`config.mk`:
```
export PLATFORM = sky130hd
export DESIGN_NAME = gem_queue
export DESIGN_NICKNAME = d
export VERILOG_FILES = /design/src/gem_pkg.sv /design/src/gem_queue.sv
export SDC_FILE = /design/constraint.sdc
export NUM_CORES = 1
export LEC_CHECK = 0
export BUFFER_PORTS_ARGS = -buffer_cell sky130_fd_sc_hd__buf_2
export CAP_MARGIN = 5
export CORE_ASPECT_RATIO = 0.9
export CORE_MARGIN = 2
export CORE_UTILIZATION = 50
export CTS_CLUSTER_DIAMETER = 80
export CTS_CLUSTER_SIZE = 40
export DETAILED_ROUTE_END_ITERATION = 10
export PLACE_DENSITY = 0.71
export SLEW_MARGIN = 20
export SYNTH_ARGS = -nofsm -noshare
export SYNTH_HDL_FRONTEND = slang
export SYNTH_SLANG_ARGS = --single-unit
```
`constraint.sdc`:
```
create_clock -name clk -period 6.87 [get_ports clk]
set_input_delay 1.0305 -clock clk [delete_from_list [all_inputs] [get_ports clk]]
set_output_delay 1.0305 -clock clk [all_outputs]
set_load 0.02 [all_outputs]
```
`src/gem_pkg.sv`:
```
`timescale 1ns / 1ps
// gem_pkg: shared types, constants and helpers for the gradient energy map.
// No dependencies.
package gem_pkg;

  localparam int PIX_W        = 8;
  localparam int IMG_W_BITS   = 11;
  localparam int IMG_H_BITS   = 16;
  localparam int CFG_DATA_W   = 16;
  localparam int ENERGY_W     = 9;

  localparam logic [IMG_W_BITS-1:0] IMG_W_RESET = 11'd640;
  localparam logic [IMG_H_BITS-1:0] IMG_H_RESET = 16'd480;

  // Configuration register indexes
  localparam logic REG_IMAGE_WIDTH  = 1'b0;
  localparam logic REG_IMAGE_HEIGHT = 1'b1;

  // Decoupling queue, power of two
  localparam int QUEUE_DEPTH = 4;

  // Classification of one queued item
  typedef struct packed {
    logic row0;        // first row of frame: fill line store only
    logic last_col;    // last column of the row
    logic last_row;    // pending row is the frame's last
    logic use_centre;  // lower neighbour replicates the centre
  } item_flags_t;

  // One line store word: row above and pending row at one column
  typedef struct packed {
    logic [PIX_W-1:0] older;
    logic [PIX_W-1:0] newer;
  } line_word_t;

  function automatic logic [PIX_W-1:0] abs_diff(input logic [PIX_W-1:0] a,
                                                input logic [PIX_W-1:0] b);
    abs_diff = (a > b) ? (a - b) : (b - a);
  endfunction

endpackage

```
`src/gem_queue.sv`:
```
`timescale 1ns / 1ps
// gem_queue: short FIFO between front and back.
// Depends on gem_pkg (depth).
module gem_queue #(
  parameter int DW = 24
) (
  input  logic          clk,
  input  logic          rst_n,
  input  logic          push,
  input  logic [DW-1:0] push_data,
  output logic          full,
  input  logic          pop,
  output logic          head_valid,
  output logic [DW-1:0] head_data
);
  import gem_pkg::*;

  localparam int PW = $clog2(QUEUE_DEPTH);
  localparam int NW = $clog2(QUEUE_DEPTH + 1);

  logic [DW-1:0] store_r [QUEUE_DEPTH];
  logic [PW-1:0] wr_ptr_r, wr_ptr_nxt, rd_ptr_r, rd_ptr_nxt;
  logic [NW-1:0] count_r, count_nxt;
  logic          do_push, do_pop;

  assign full       = (count_r == NW'(QUEUE_DEPTH));
  assign head_valid = (count_r != '0);
  assign head_data  = store_r[rd_ptr_r];
  assign do_push    = push && !full;
  assign do_pop     = pop && head_valid;

  always_comb begin
    wr_ptr_nxt = do_push ? wr_ptr_r + PW'(1) : wr_ptr_r;
    rd_ptr_nxt = do_pop  ? rd_ptr_r + PW'(1) : rd_ptr_r;
    count_nxt  = count_r + NW'(do_push) - NW'(do_pop);
  end

  always_ff @(posedge clk) begin
    if (!rst_n) begin
      wr_ptr_r <= '0;
      rd_ptr_r <= '0;
      count_r  <= '0;
    end else begin
      wr_ptr_r <= wr_ptr_nxt;
      rd_ptr_r <= rd_ptr_nxt;
      count_r  <= count_nxt;
    end
  end

  always_ff @(posedge clk) begin
    if (do_push) begin
      store_r[wr_ptr_r] <= push_data;
    end
  end

  a_count_bound: assert property (@(posedge clk) disable iff (!rst_n)
    count_r <= NW'(QUEUE_DEPTH))
    else $error("queue count above depth");

  a_full_holds: assert property (@(posedge clk) disable iff (!rst_n)
    (full && !pop) |=> full)
    else $error("queue lost an entry while full");

endmodule

```
==> qor.yml, run 1 <==
job:
  drv_cap: 0
timing:
  period_minus_slack_ns: 3.14
  fin_worst_hold_slack_ns: 0.503
  tightest_slew_ns: 0.864
  min_period_over_period: 0.458
  setup_ws_ns: 3.73
  fmax_mhz: 318
  final-hold-violation-count: 0
  setup-tns-final_ns: 0
  slew_viol_final: 0
  rsz0062_at_grt: "false"
  skew_ns: 0.00432
  setup_violations: 0
  slew_headroom: 0.424
worst_hold_path:
  hold_depth: 2
  hp-start: "wr_ptr_r[0]"
  min_to: "wr_ptr_r[0]"
  hold_class: "reg -> reg"
synthesis:
  ys_ff_latch: 105
  netlist_instances: 174
  yosys_warnings: 0
  netlist_area_um2: 4000
  syn-num-nets: 209
  synth_cell_types: 20
  yosysSeqAreaShare: 0.767
  syn_area_per_cell_um2: 23.0
cells_and_area:
  diodes: 0
  instances_no_fill: 335
  mostFrequentLayoutCell: "edfxtp_1"
  drive_gt1_frac: 0.402
  area_delta_synth_final_pct: 13.9
  final_cell_mix: "edfxtp_1, buf_2, mux4_2, clkbuf_8"
  layout.nets: 269
place:
  hpwl_um: 3680
  place_ws_ns: 3.83
  place_congestion: 0.726
  dp_cells: 319
  port_buffers: 53
die:
  io_pins: 54
  die_w_um: 98.2
  dieArea_um2: 8720
  die_h_um: 88.8
  initial_core_util: 0.522
  core_um2: 7660
  rows: 30
critical_path:
  worstPathCellList: "mux4_1, buf_2"
  r2r-end: "count_r[2]"
  critPathMaxStageDelay_ns: 0.90
  end_kind: "output pin"
  crit_fanout: 24
  slowest_stage: "dfxtp_2"
  r2r_setup_slack_ns: 4.35
  path_class: "reg -> out"
  startpoint_type: "flip-flop"
  r2r-start: "count_r[1]"
  required_ns: 5.84
  worstRegToRegCells: 11
  cp_data_arrival_time_ns: 2.11
clock_network:
  clock_path_buffers: 2
  cts-root-buf: "clkbuf_8"
  path_clk_slew_ns: 0.09
  cts_num_sinks: 105
  h-tree-depth: 3
  numCtsBuffers: 9
  postCtsHoldBufs: 0
  cts_setup_buffers: 0
  cts_tree: "yes"
  clk_latency_ns: 0.35
  ctsResizeCount: 0
routing:
  drt.antenna.violating_nets: 0
  vias_per_cell: 5.25
  drt_iter0_drc: 141
  vias: 1760
  wl_per_cell_um: 17.9
  drc: 0
  wl_um: 5990
  drtPass1Iterations: 4
grt:
  grt_start_max_net_pins: 25
  antenna_found_initial: 0
  gr-total-overflow: 0
  grt_use_total: 0.149
  grt_pass1_wl_um: 9360
  grt_pass1_vias: 1803
power_and_ir_drop:
  vdd_drop_max_uv: 204
  p_leak_nw: 1.56
  power_density_nw_per_um2: 359
  p_total_mw: 1.64
outcome:
  status: "finished clean"
worst max-delay path by stage:
stage / startpoint / endpoint / slack [ns]
4_1_cts: flip-flop / head_data[20] / 3.62
2_1_floorplan: push / count_r[2] / 4.18
6_report: flip-flop / head_data[20] / 3.73
3_3_place_gp: push / count_r[2] / 3.90
5_1_grt: flip-flop / head_data[20] / 3.55
3_5_place_dp: push / count_r[2] / 3.83
synthesized netlist by cell type (all sizes together):
| master | number | area, um2 |
|---|---|---|
| and2 | 7 | 43.8 |
| buf | 6 | 72.6 |
| clkbuf | 2 | 7.51 |
| dfxtp | 9 | 180 |
| edfxtp | 96 | 2880 |
| fa | 1 | 20.0 |
| ha | 6 | 75.1 |
| inv | 5 | 18.8 |
| mux2i | 2 | 20.0 |
| mux4 | 24 | 556 |
| nand2 | 4 | 15.0 |
| nor2b | 4 | 25.0 |
| nor3b | 1 | 12.5 |
| o311ai | 1 | 16.3 |
| o31a | 1 | 8.76 |
| or3 | 1 | 6.26 |
| xnor2 | 4 | 35.0 |
report_power, final:
part	total, mW	switching, mW	internal (mW)
sequential	0.848	0.0707	0.777
clock	0.399	0.193	0.206
combinational	0.389	0.202	0.187
metrics by stage:
| step | util | cell area, um2 |
|---|---|---|
| detailed placement | 0.566 | 4330 |
| floorplan | - | 4000 |
| global placement | 0.566 | 4330 |
| CTS | 0.594 | 4550 |
| finish | 0.594 | 4550 |
| global route | 0.594 | 4550 |
area by class of cell:
class	instances	area, um2
flip-flops and latches	105	3070
clock buffers	10	128
well taps	96	120
clock inverters	6	91.3
inverters	5	18.8
multi-input cells	56	833
repair buffers	57	295
fillers	575	3110
kinds of logic after synthesis:
logic type	count (synthesis)	synth area share
AOI/OAI and AO/OA	2	0.00627
adders and majority gates	7	0.0238
xor gates and xnor gates	4	0.00877
buffers and inverters	13	0.0247
muxes	26	0.144
and+or+nand+nor	17	0.0257
DFF	105	0.767
routing by layer:
layer,global-route usage,vias to the layer above,routed length (um)
met1,0.186,887,2540
met4,0.0523,0,75
met2,0.250,47,3070
met3,0.0521,8,308
li1,-,818,-
met5,0,-,0
state kept, by name, indices dropped and copies added (netlist names), named ones only:
name      count
count_r       3
rd_ptr_r      2
store_r      96
wr_ptr_r      2
worst max-delay path, delay by kind of cell, from the launching register on:
family,cells,cell delay [ns]
buf+inv,1,0.18
mux,1,0.67
flops,1,0.90
No activity file was read; power rests on OpenSTA's default activity.
==> inputs of run 2 (changes only) <==
Clock period 6.87 ns to 3.14 ns, I/O delays scaled along.
==> run 2 against run 1 <==
Against the previous run: design area rose by 0.82%; register-to-register slack got worse by 3.7 ns; sequential power rose by 110%; die area did not move; clock-buffer cell count did not move; routed wire length fell by 0.84%; worst setup slack got worse by 3.1 ns; via count fell by 0.40%; power rose by 120%; clock power rose by 140%; non-clock buffer count rose by 2; final cell count rose by 0.60%; critical path type unchanged; largest cell class unchanged; highest routed layer unchanged.
==> qor.yml, run 2 (same netlist as run 1, synthesis figures left out) <==
outcome:
  status: "finished clean"
clock_network:
  clock_path_buffers: 2
  cts_tree: "yes"
  h-tree-depth: 3
  ctsResizeCount: 0
  numCtsBuffers: 9
  clk_latency_ns: 0.35
  path_clk_slew_ns: 0.09
  cts_setup_buffers: 0
  cts-root-buf: "clkbuf_8"
  postCtsHoldBufs: 0
  cts_num_sinks: 105
timing:
  setup-tns-final_ns: 0
  slew_viol_final: 0
  tightest_slew_ns: 0.465
  skew_ns: 0.00628
  slew_headroom: 0.689
  fmax_mhz: 396
  setup_violations: 0
  final-hold-violation-count: 0
  rsz0062_at_grt: "false"
  min_period_over_period: 0.804
  period_minus_slack_ns: 2.53
grt:
  gr-total-overflow: 0
  grt_pass1_vias: 1754
  grt_use_total: 0.146
  antenna_found_initial: 0
  grt_start_max_net_pins: 25
  grt_pass1_wl_um: 9020
critical_path:
  cp_data_arrival_time_ns: 2.05
  startpoint_type: "flip-flop"
  end_kind: "output pin"
  crit_fanout: 16
  path_class: "reg -> out"
  required_ns: 2.67
power_and_ir_drop:
  p_comb_frac: 0.250
  power_density_nw_per_um2: 798
  vdd_drop_max_uv: 501
  p_int_mw: 2.65
  clkPwrFrac: 0.261
  p_leak_nw: 1.59
  p_total_mw: 3.66
  seqPwrFrac: 0.489
  p_switching_mw: 1.01
  swShare: 0.276
die:
  die_h_um: 88.8
  core_um2: 7660
  initial_core_util: 0.522
  die_w_um: 98.2
  dieArea_um2: 8720
  io_pins: 54
  rows: 30
worst_hold_path:
  hold_class: "in -> reg"
cells_and_area:
  final_cell_mix: "edfxtp_1, buf_2, mux4_2, clkbuf_8, dfxtp_1"
  area_delta_synth_final_pct: 14.9
  num-fill-cells: 564
  layout.nets: 271
  mostFrequentLayoutCell: "edfxtp_1"
  largest_reg_flops: 96
  fin_util: 0.599
  seq_area_um2: 3060
  multi_input_area_um2: 833
  fin_area_um2: 4590
  drive_gt1_frac: 0.402
  regMostFlops: "store_r"
  diodes: 0
  largestRegisters: "store_r x96, count_r x3"
routing:
  wl_um: 5940
  drc: 0
  drtPass1Iterations: 4
  vias: 1753
  vias_per_cell: 5.20
  wl_per_cell_um: 17.6
  drt_iter0_drc: 130
  drt.antenna.violating_nets: 0
place:
  place_area_um2: 4350
  hpwl_um: 3770
  port_buffers: 53
  place_congestion: 0.668
job:
  drv_cap: 0
==> run 2: cell types whose count changed in the layout (fill, tap and decap cells not counted), sizes merged <==
cell and delta:
buf +2, clkinv +1, clkinvlp -2, bufinv +1
==> run 2: path summary, 6_finish.rpt <==
kind                            cells past startpoint            end          from  slack [ns]
worst max-delay path                                3  head_data[23]     flip-flop        0.61
worst min-delay path                                1  store_r[2][9]  push_data[9]        0.33
worst max register to register                     11     count_r[2]    count_r[1]        0.66
worst min register to register                      2    wr_ptr_r[1]   wr_ptr_r[1]        0.50
==> run 2: worst max-delay path, stage by stage, from the launching register on <==
cell     delay [ns]
dfxtp_2        0.51
buf_4          0.38
mux4_1         0.62
buf_2          0.18
==> run 2: layout make-up <==
| type | count | share of cell area |
|---|---|---|
| clock buffer | 10 | 0.0278 |
| clock inverter | 6 | 0.0251 |
| inverter | 5 | 0.00409 |
| multi-input combinational | 56 | 0.182 |
| sequential | 105 | 0.668 |
| tap | 96 | 0.0262 |
| timing repair buffer | 59 | 0.0676 |
==> run 2: per-layer routing <==
layer	global-route usage	wire [um]	vias up
met5	0	0	-
met4	0.0411	63	0
met3	0.0624	304	6
met2	0.255	3080	43
met1	0.168	2480	881
li1	-	-	823
==> run 2: power groups by stage <==
stage / sequential, mW / clock (mW) / combinational, mW
2_1_floorplan: 1.78 / 0 / 0.753
3_3_place_gp: 1.82 / 0 / 0.934
3_5_place_dp: 1.83 / 0 / 0.941
4_1_cts: 1.80 / 0.985 / 0.944
5_1_grt: 1.81 / 1.04 / 0.995
6_report: 1.79 / 0.955 / 0.916
==> run 2: through the flow <==
| step | worst slack (ns) | instances | hold WS [ns] |
|---|---|---|---|
| after CTS | 0.541 | 337 | 0.304 |
| after floorplan | 0.779 | 174 | 0.468 |
| final | 0.614 | 337 | 0.326 |
| after global routing | 0.481 | 337 | 0.295 |
| after detailed placement | 0.652 | 321 | 0.497 |
| after global placement | 0.722 | 321 | 0.491 |
