[src/gem_pkg.sv]
`timescale 1ns / 1ps
// gem_pkg: shared types, constants and helpers for the gradient energy map.
// No dependencies.
package gem_pkg;

  localparam int PIX_W        = 8;
  localparam int IMG_W_BITS   = 11;
  localparam int IMG_H_BITS   = 16;
  localparam int CFG_DATA_W   = 16;
  localparam int ENERGY_W     = 9;

  localparam logic [IMG_W_BITS-1:0] IMG_W_RESET = 11'd640;
  localparam logic [IMG_H_BITS-1:0] IMG_H_RESET = 16'd480;

  // Configuration register indexes
  localparam logic REG_IMAGE_WIDTH  = 1'b0;
  localparam logic REG_IMAGE_HEIGHT = 1'b1;

  // Decoupling queue, power of two
  localparam int QUEUE_DEPTH = 4;

  // Classification of one queued item
  typedef struct packed {
    logic row0;        // first row of frame: fill line store only
    logic last_col;    // last column of the row
    logic last_row;    // pending row is the frame's last
    logic use_centre;  // lower neighbour replicates the centre
  } item_flags_t;

  // One line store word: row above and pending row at one column
  typedef struct packed {
    logic [PIX_W-1:0] older;
    logic [PIX_W-1:0] newer;
  } line_word_t;

  function automatic logic [PIX_W-1:0] abs_diff(input logic [PIX_W-1:0] a,
                                                input logic [PIX_W-1:0] b);
    abs_diff = (a > b) ? (a - b) : (b - a);
  endfunction

endpackage

[src/gem_front.sv]
`timescale 1ns / 1ps
// gem_front: takes input transfers, tracks row and column, classifies items.
// Depends on gem_pkg.
module gem_front #(
  parameter int MAX_WIDTH = 1024
) (
  input  logic                              clk,
  input  logic                              rst_n,
  input  logic                              in_valid,
  input  logic                              in_stall,
  input  logic [gem_pkg::PIX_W-1:0]         in_pixel,
  input  logic                              in_drain,
  input  logic [$clog2(MAX_WIDTH+1)-1:0]    w_eff,
  input  logic [gem_pkg::IMG_H_BITS-1:0]    h_eff,
  output logic                              push,
  output logic [$clog2(MAX_WIDTH)-1:0]      push_col,
  output logic [gem_pkg::PIX_W-1:0]         push_pix,
  output gem_pkg::item_flags_t              push_flags
);
  import gem_pkg::*;

  localparam int CW = $clog2(MAX_WIDTH);
  localparam int WW = $clog2(MAX_WIDTH + 1);

  logic [CW-1:0]         col_r, col_nxt;
  logic [IMG_H_BITS-1:0] row_r, row_nxt;
  logic [WW-1:0]         col_inc;
  logic                  accept, row0, last_col, last_row;

  assign accept   = in_valid && !in_stall;
  assign col_inc  = WW'(col_r) + WW'(1);
  assign last_col = (col_inc >= w_eff);
  assign row0     = (row_r == '0);
  assign last_row = !row0 && (row_r >= h_eff);

  // A drain during the first row has nothing to flush
  assign push                  = accept && !(row0 && in_drain);
  assign push_col              = col_r;
  assign push_pix              = in_pixel;
  assign push_flags.row0       = row0;
  assign push_flags.last_col   = last_col;
  assign push_flags.last_row   = last_row;
  assign push_flags.use_centre = in_drain || last_row;

  always_comb begin
    col_nxt = col_r;
    row_nxt = row_r;
    if (push) begin
      if (last_col) begin
        col_nxt = '0;
        if (row0) begin
          row_nxt = IMG_H_BITS'(1);
        end else if (last_row) begin
          row_nxt = '0;
        end else begin
          row_nxt = row_r + IMG_H_BITS'(1);
        end
      end else begin
        col_nxt = col_inc[CW-1:0];
      end
    end
  end

  always_ff @(posedge clk) begin
    if (!rst_n) begin
      col_r <= '0;
      row_r <= '0;
    end else begin
      col_r <= col_nxt;
      row_r <= row_nxt;
    end
  end

endmodule

[config.mk]
export PLATFORM = sky130hd
export DESIGN_NAME = gem_front
export DESIGN_NICKNAME = d
export VERILOG_FILES = /design/src/gem_pkg.sv /design/src/gem_front.sv
export SDC_FILE = /design/constraint.sdc
export NUM_CORES = 1
export LEC_CHECK = 0
export BUFFER_PORTS_ARGS = -buffer_cell sky130_fd_sc_hd__buf_2
export CAP_MARGIN = 20
export CORE_MARGIN = 2
export CORE_UTILIZATION = 46
export CTS_CLUSTER_DIAMETER = 80
export DETAILED_ROUTE_END_ITERATION = 8
export GPL_ROUTABILITY_DRIVEN = 0
export GPL_TIMING_DRIVEN = 0
export PLACE_DENSITY = 0.82
export SYNTH_ARGS = -nofsm -noshare
export SYNTH_HDL_FRONTEND = slang
export SYNTH_SLANG_ARGS = --single-unit
export TNS_END_PERCENT = 30
[constraint.sdc]
create_clock -name clk -period 4.3 [get_ports clk]
set_clock_uncertainty 0.2 [all_clocks]
set_input_delay 1.075 -clock clk [delete_from_list [all_inputs] [get_ports clk]]
set_output_delay 1.075 -clock clk [all_outputs]
set_load 0.01 [all_outputs]
==> results of run 1 <==
==> power by group through the flow <==
stage                     Clock (mW)  Sequential (mW)  Combinational [mW]
after floorplan                    0            0.248              0.0391
after global placement             0            0.248              0.0633
after detailed placement           0            0.248              0.0650
after CTS                      0.144            0.243              0.0656
after global routing           0.154            0.243              0.0740
final                          0.143            0.243              0.0657
==> final timing paths <==
path	cells past startpoint	from	slack (ns)	endpoint
setup reg to reg	12	push_col[0]	0.91	push_col[5]
setup / recovery	9	h_eff[0]	0.10	push_flags[0]
hold reg to reg	2	push_col[9]	0.31	push_col[9]
hold / removal	2	push_col[9]	0.31	push_col[9]
==> sequential cells by signal (all words and copies together) (netlist names) <==
signal and flops:
push_col 10, row_r 16
==> cell type report <==
type                    instances  share of cell area [%]
multi-input cells             197                    54.0
plain buffers                  18                    5.00
inverters                      41                    5.65
flip-flops and latches         26                    19.2
clock buffers                   3                    1.52
repair buffers                 60                    11.6
well taps                      67                    3.08
==> metal layers <==
layer	wire length, um	track usage, %
met1	2250	23.7
met2	2630	35.1
met3	310	3.52
met4	55	6.06
met5	0	0
==> cells by family after synthesis <==
family | count (synthesis)
AND/OR/NAND/NOR | 95
buffers and inverters | 59
AO/OA/AOI/OAI | 54
adder cells (fa/ha/maj) | 30
flip-flops | 26
XOR/XNOR | 17
multiplexers | 1
==> cell usage in the layout, fill, tap and decap left out, types with 8 or more instances in the layout <==
cell     Yosys  layout
xor2_1       8       8
nand3_1     12      11
buf_4       14      20
nor2_1      17      16
xnor2_1      9       9
inv_1       40      40
buf_2        0      54
ha_1        30      29
dfxtp_1     26      24
nand2_1     24      24
o22ai_1     10       9
a21oi_1      9       9
==> stage by stage <==
stage | util (%) | area, um2
2_1_floorplan | - | 2260
3_3_place_gp | 55.3 | 2610
3_5_place_dp | 55.3 | 2610
4_1_cts | 56.3 | 2660
5_1_grt | 57.7 | 2730
6_report | 57.7 | 2730
==> critical path: stages <==
cell and delay, ns:
buf_2 0.10, ha_1 0.27, nand2b_1 0.17, a2111oi_2 0.49
o41ai_4 0.16, nor3_1 0.16, nor2_1 0.09, or2_2 0.27
buf_2 0.14
==> repair_timing <==
| item | in CTS | in global routing |
|---|---|---|
| pin swaps | 1 | 5 |
| endpoints found under the setup margin | 3 | 3 |
| hold buffers | 0 | 0 |
| resized for setup | 3 | 6 |
| setup buffers | 0 | 6 |
==> results.py, run 1 <==
metrics = {
    "run_status": {
        "status": "finished clean",
    },
    "synth": {
        "async_reset_ff_share_pct": 0,
        "synth_nets": 352,
        "yosysWarnings": 0,
        "synth_flop_cell": "dfxtp_1",
        "synth-seq-cells": 26,
        "synthTopCellsByArea": "dfxtp_1 23%, ha_1 17%, inv_1 6.6%",
        "synth_edf_count": 0,
        "synth_fa_ha_area_share_pct": 16.6,
        "synth_top_family_by_area": "simple AND/OR/NAND/NOR gates",
        "syn_inst": 282,
        "synth_common_cells": "40 x inv_1, 30 x ha_1, 26 x dfxtp_1, 24 x nand2_1, 17 x nor2_1",
        "synth_top_cell_area_share_pct": 23.0,
        "yosys.area.top_type": "dfxtp_1",
        "synth_simple_gate_area_share_pct": 22.0,
        "synth_xor_area_share_pct": 6.59,
        "syn_area_per_cell_um2": 8.01,
        "yosysMostFrequentCell": "inv_1",
        "yosysUniqueCellTypes": 51,
        "synth.area.mux_share_pct": 0.443,
        "netlist_area_um2": 2260,
        "synth_compound_area_share_pct": 18.5,
        "synth_seq_area_share_pct": 23.0,
    },
    "placement": {
        "place_inst": 403,
        "port_buffers": 54,
        "place.detailed.hpwl_um": 4050,
        "pre_cts_ws_ns": -0.0594,
    },
    "critical_path": {
        "start_kind": "input pin",
        "criticalPathCategory": "in2out",
        "worstPathArrival_ns": 2.92,
        "crit_fanout": 3,
        "end_kind": "primary output",
        "critPathRequiredTime_ns": 3.02,
    },
    "floorplan": {
        "io_pins": 63,
        "core_area_um2": 4720,
        "start_util_pct": 47.8,
        "num_rows": 25,
        "die_h_um": 74.1,
        "die-area_um2": 5490,
        "die_w_um": 74.1,
    },
    "pwr": {
        "fin_total_pwr_mw": 0.451,
        "powerDensity_nw_per_um2": 165,
        "comb_power_share_pct": 14.6,
        "p_leak_nw": 1.31,
        "power_frac_clock_pct": 31.6,
        "p_seq_share_pct": 53.8,
        "p_sw_mw": 0.112,
        "cell_internal_pwr_mw": 0.339,
        "switching_share_pct": 24.9,
        "ir_worst_vdd_mv": 0.137,
    },
    "clock_network": {
        "cts.sinks": 26,
        "htree_levels": 1,
        "cts_tree": "built",
        "path_clk_slew_ns": 0.09,
        "numCtsBuffers": 3,
        "root_buffer": "clkbuf_8",
        "cts.path.max_buffers": 2,
        "clk_latency_ns": 0.27,
    },
    "drt": {
        "vias": 2157,
        "firstDrtPassIters": 4,
        "drt-initial-drc-count": 115,
        "drt-total-wl_um": 5250,
        "antenna_left": 0,
        "route.detailed.drc": 0,
        "wl_per_cell_um": 12.7,
        "viasPerCell": 5.24,
    },
    "global_route": {
        "grt_pass1_wl_um": 8530,
        "grt_pass1_vias": 1963,
        "antenna_found_initial": 0,
        "grt-ovfl-total": 0,
        "grt_usage_pct": 19.6,
        "grt_max_degree": 14,
    },
    "sta": {
        "final-max-slew-violation-count": 0,
        "rsz0062_at_grt": "no",
        "setup_tns_ns": 0,
        "period_minus_slack_ns": 4.20,
        "hold_ws_ns": 0.314,
        "worst_slack_ns": 0.100,
        "max_slew_margin_pct": 55.6,
        "tightest_slew_ns": 0.660,
        "period_share_pct": 97.7,
        "fmax_ghz": 0.238,
        "report.final.setup_viol": 0,
        "final-hold-violation-count": 0,
    },
    "cells_and_area": {
        "syn2layout_area_growth_pct": 20.6,
        "seqCellArea_um2": 523,
        "diodes": 0,
        "drive_gt1_share_pct": 29.3,
        "multi_input_area_um2": 1470,
        "final_cells": 412,
        "fillers": 421,
        "fin_nets": 417,
    },
    "hold_path": {
        "hold_path_class": "reg2reg",
    },
    "job": {
        "drv_cap": 0,
    },
}
(Power assumes the default switching activity.)
==> run 2: changes to the inputs <==
--- a/config.mk
+++ b/config.mk
@@ -13,6 +13,8 @@
 export DETAILED_ROUTE_END_ITERATION = 8
 export GPL_ROUTABILITY_DRIVEN = 0
 export GPL_TIMING_DRIVEN = 0
+export HOLD_SLACK_MARGIN = 0.1
+export MAX_ROUTING_LAYER = met4
 export PLACE_DENSITY = 0.82
 export SYNTH_ARGS = -nofsm -noshare
 export SYNTH_HDL_FRONTEND = slang
==> constraint.sdc (replaced) <==
create_clock -name clk -period 4.3 [get_ports clk]
set_clock_uncertainty 0.2 [all_clocks]
set_input_delay 0.645 -clock clk [delete_from_list [all_inputs] [get_ports clk]]
set_output_delay 0.645 -clock clk [all_outputs]
set_load 0.01 [all_outputs]
==> results.py, run 2 (synthesis gave the netlist of run 1 again) <==
metrics = {
    "cells_and_area": {
        "final_util_pct": 56.2,
        "final_cell_area_um2": 2660,
        "fin_nets": 411,
        "final_common_cell": "buf_2",
        "drive_gt1_share_pct": 26.0,
        "mostFrequentLayoutCells": "54 x buf_2, 40 x inv_1, 30 x ha_1, 26 x dfxtp_1, 24 x nand2_1",
        "diodes": 0,
        "final_cells": 406,
        "largest_reg_flops": 16,
        "regMostFlops": "row_r",
        "syn2layout_area_growth_pct": 17.5,
    },
    "clock_network": {
        "htree_levels": 1,
        "cts_tree": "built",
        "root_buffer": "clkbuf_8",
        "path_clk_slew_ns": 0.09,
        "numCtsBuffers": 3,
        "post-cts-setup-buffers": 0,
        "clk_latency_ns": 0.27,
        "holdBufCountCts": 0,
        "cts.path.max_buffers": 2,
        "cts.sinks": 26,
        "cts-resized-gates": 0,
    },
    "critical_path": {
        "r2r_end": "push_col[5]",
        "r2r_cells": 12,
        "critPathRequiredTime_ns": 3.45,
        "slowest_stage": "dfxtp_1",
        "crit_fanout": 5,
        "worstPathArrival_ns": 3.07,
        "crit_path_max_incr_delay_ns": 0.43,
        "start_kind": "register",
        "end_kind": "primary output",
        "regToRegStartpoint": "push_col[0]",
        "criticalPathCategory": "reg2out",
        "rrSetupSlack_ns": 0.65,
        "crit_chain": "ha_1, nand3_1, nor2_1, and3_1, and3_1, ha_1, a2111oi_0, o21ai_0, a2bb2oi_1, buf_4, buf_2",
    },
    "placement": {
        "port_buffers": 54,
        "postPlaceCellArea_um2": 2610,
        "place.detailed.hpwl_um": 4050,
        "pre_cts_ws_ns": 0.667,
        "place_inst": 403,
    },
    "hold_path": {
        "hold_path_depth": 2,
        "hold_end": "push_col[9]",
        "hold_path_class": "reg2reg",
        "hp-start": "push_col[9]",
    },
    "sta": {
        "worst_slack_ns": 0.382,
        "tightest_slew_ns": 0.670,
        "period_minus_slack_ns": 3.92,
        "max_slew_margin_pct": 54.9,
        "rsz0062_at_grt": "no",
        "hold_ws_ns": 0.312,
        "final-max-slew-violation-count": 0,
        "final-hold-violation-count": 0,
        "report.final.setup_viol": 0,
        "fmax_ghz": 0.255,
        "period_share_pct": 91.1,
        "setup_tns_ns": 0,
    },
    "global_route": {
        "antenna_found_initial": 0,
        "grt_max_degree": 14,
        "grt_pass1_vias": 1963,
        "grt-ovfl-total": 0,
        "grt_usage_pct": 20.2,
        "grt_pass1_wl_um": 8540,
    },
    "pwr": {
        "ir_worst_vdd_mv": 0.135,
        "p_leak_nw": 1.28,
        "powerDensity_nw_per_um2": 169,
        "fin_total_pwr_mw": 0.449,
    },
    "floorplan": {
        "num_rows": 25,
        "core_area_um2": 4720,
        "io_pins": 63,
        "die-area_um2": 5490,
        "die_w_um": 74.1,
        "start_util_pct": 47.8,
        "die_h_um": 74.1,
    },
    "drt": {
        "antenna_left": 0,
        "drt-initial-drc-count": 107,
        "wl_per_cell_um": 12.7,
        "viasPerCell": 5.23,
        "firstDrtPassIters": 6,
        "route.detailed.drc": 0,
        "drt-total-wl_um": 5160,
        "vias": 2123,
    },
    "job": {
        "drv_cap": 0,
    },
    "run_status": {
        "status": "finished clean",
    },
}
[run 2: critical path, delay by kind of cell (launching register included)]
kind / cells / cell delay, ns
adders and majority gates: 2 / 0.46
DFF: 1 / 0.43
buffers and inverters: 2 / 0.28
and+or+nand+nor: 4 / 0.81
AOI/OAI and AO/OA: 3 / 0.80
[run 2: how the worst max path moves through the flow]
| stage | from | end | depth (start not counted) |
|---|---|---|---|
| finish | push_col[0] | push_flags[2] | 11 |
| CTS | push_col[0] | push_flags[2] | 11 |
| floorplan | push_col[0] | push_flags[2] | 10 |
| global route | push_col[0] | push_flags[2] | 11 |
| detailed placement | push_col[0] | push_col[3] | 12 |
| global placement | push_col[0] | push_flags[2] | 11 |
[run 2: per-layer routing]
layer  vias up  track usage (%)  share of wire [%]
met5         -                -                  0
met2        74             35.1                 50
li1       1093                -                  -
met1       950             23.7                 44
met4         0             6.06               0.89
met3         6             3.52                5.7
[run 2: area by class of cell]
cell class,count,area (um2)
plain buffers,18,136
clock buffers,3,41.3
fillers,432,2070
well taps,67,83.8
flip-flops and latches,26,520
multi-input cells,197,1450
inverters,41,154
repair buffers,54,270
[run 2: power by group]
| part | internal, mW | total (mW) | switching (mW) |
|---|---|---|---|
| sequential | 0.241 | 0.242 | 0.00106 |
| combinational | 0.0339 | 0.0651 | 0.0311 |
| clock | 0.0630 | 0.141 | 0.0783 |
| total | 0.338 | 0.449 | 0.110 |
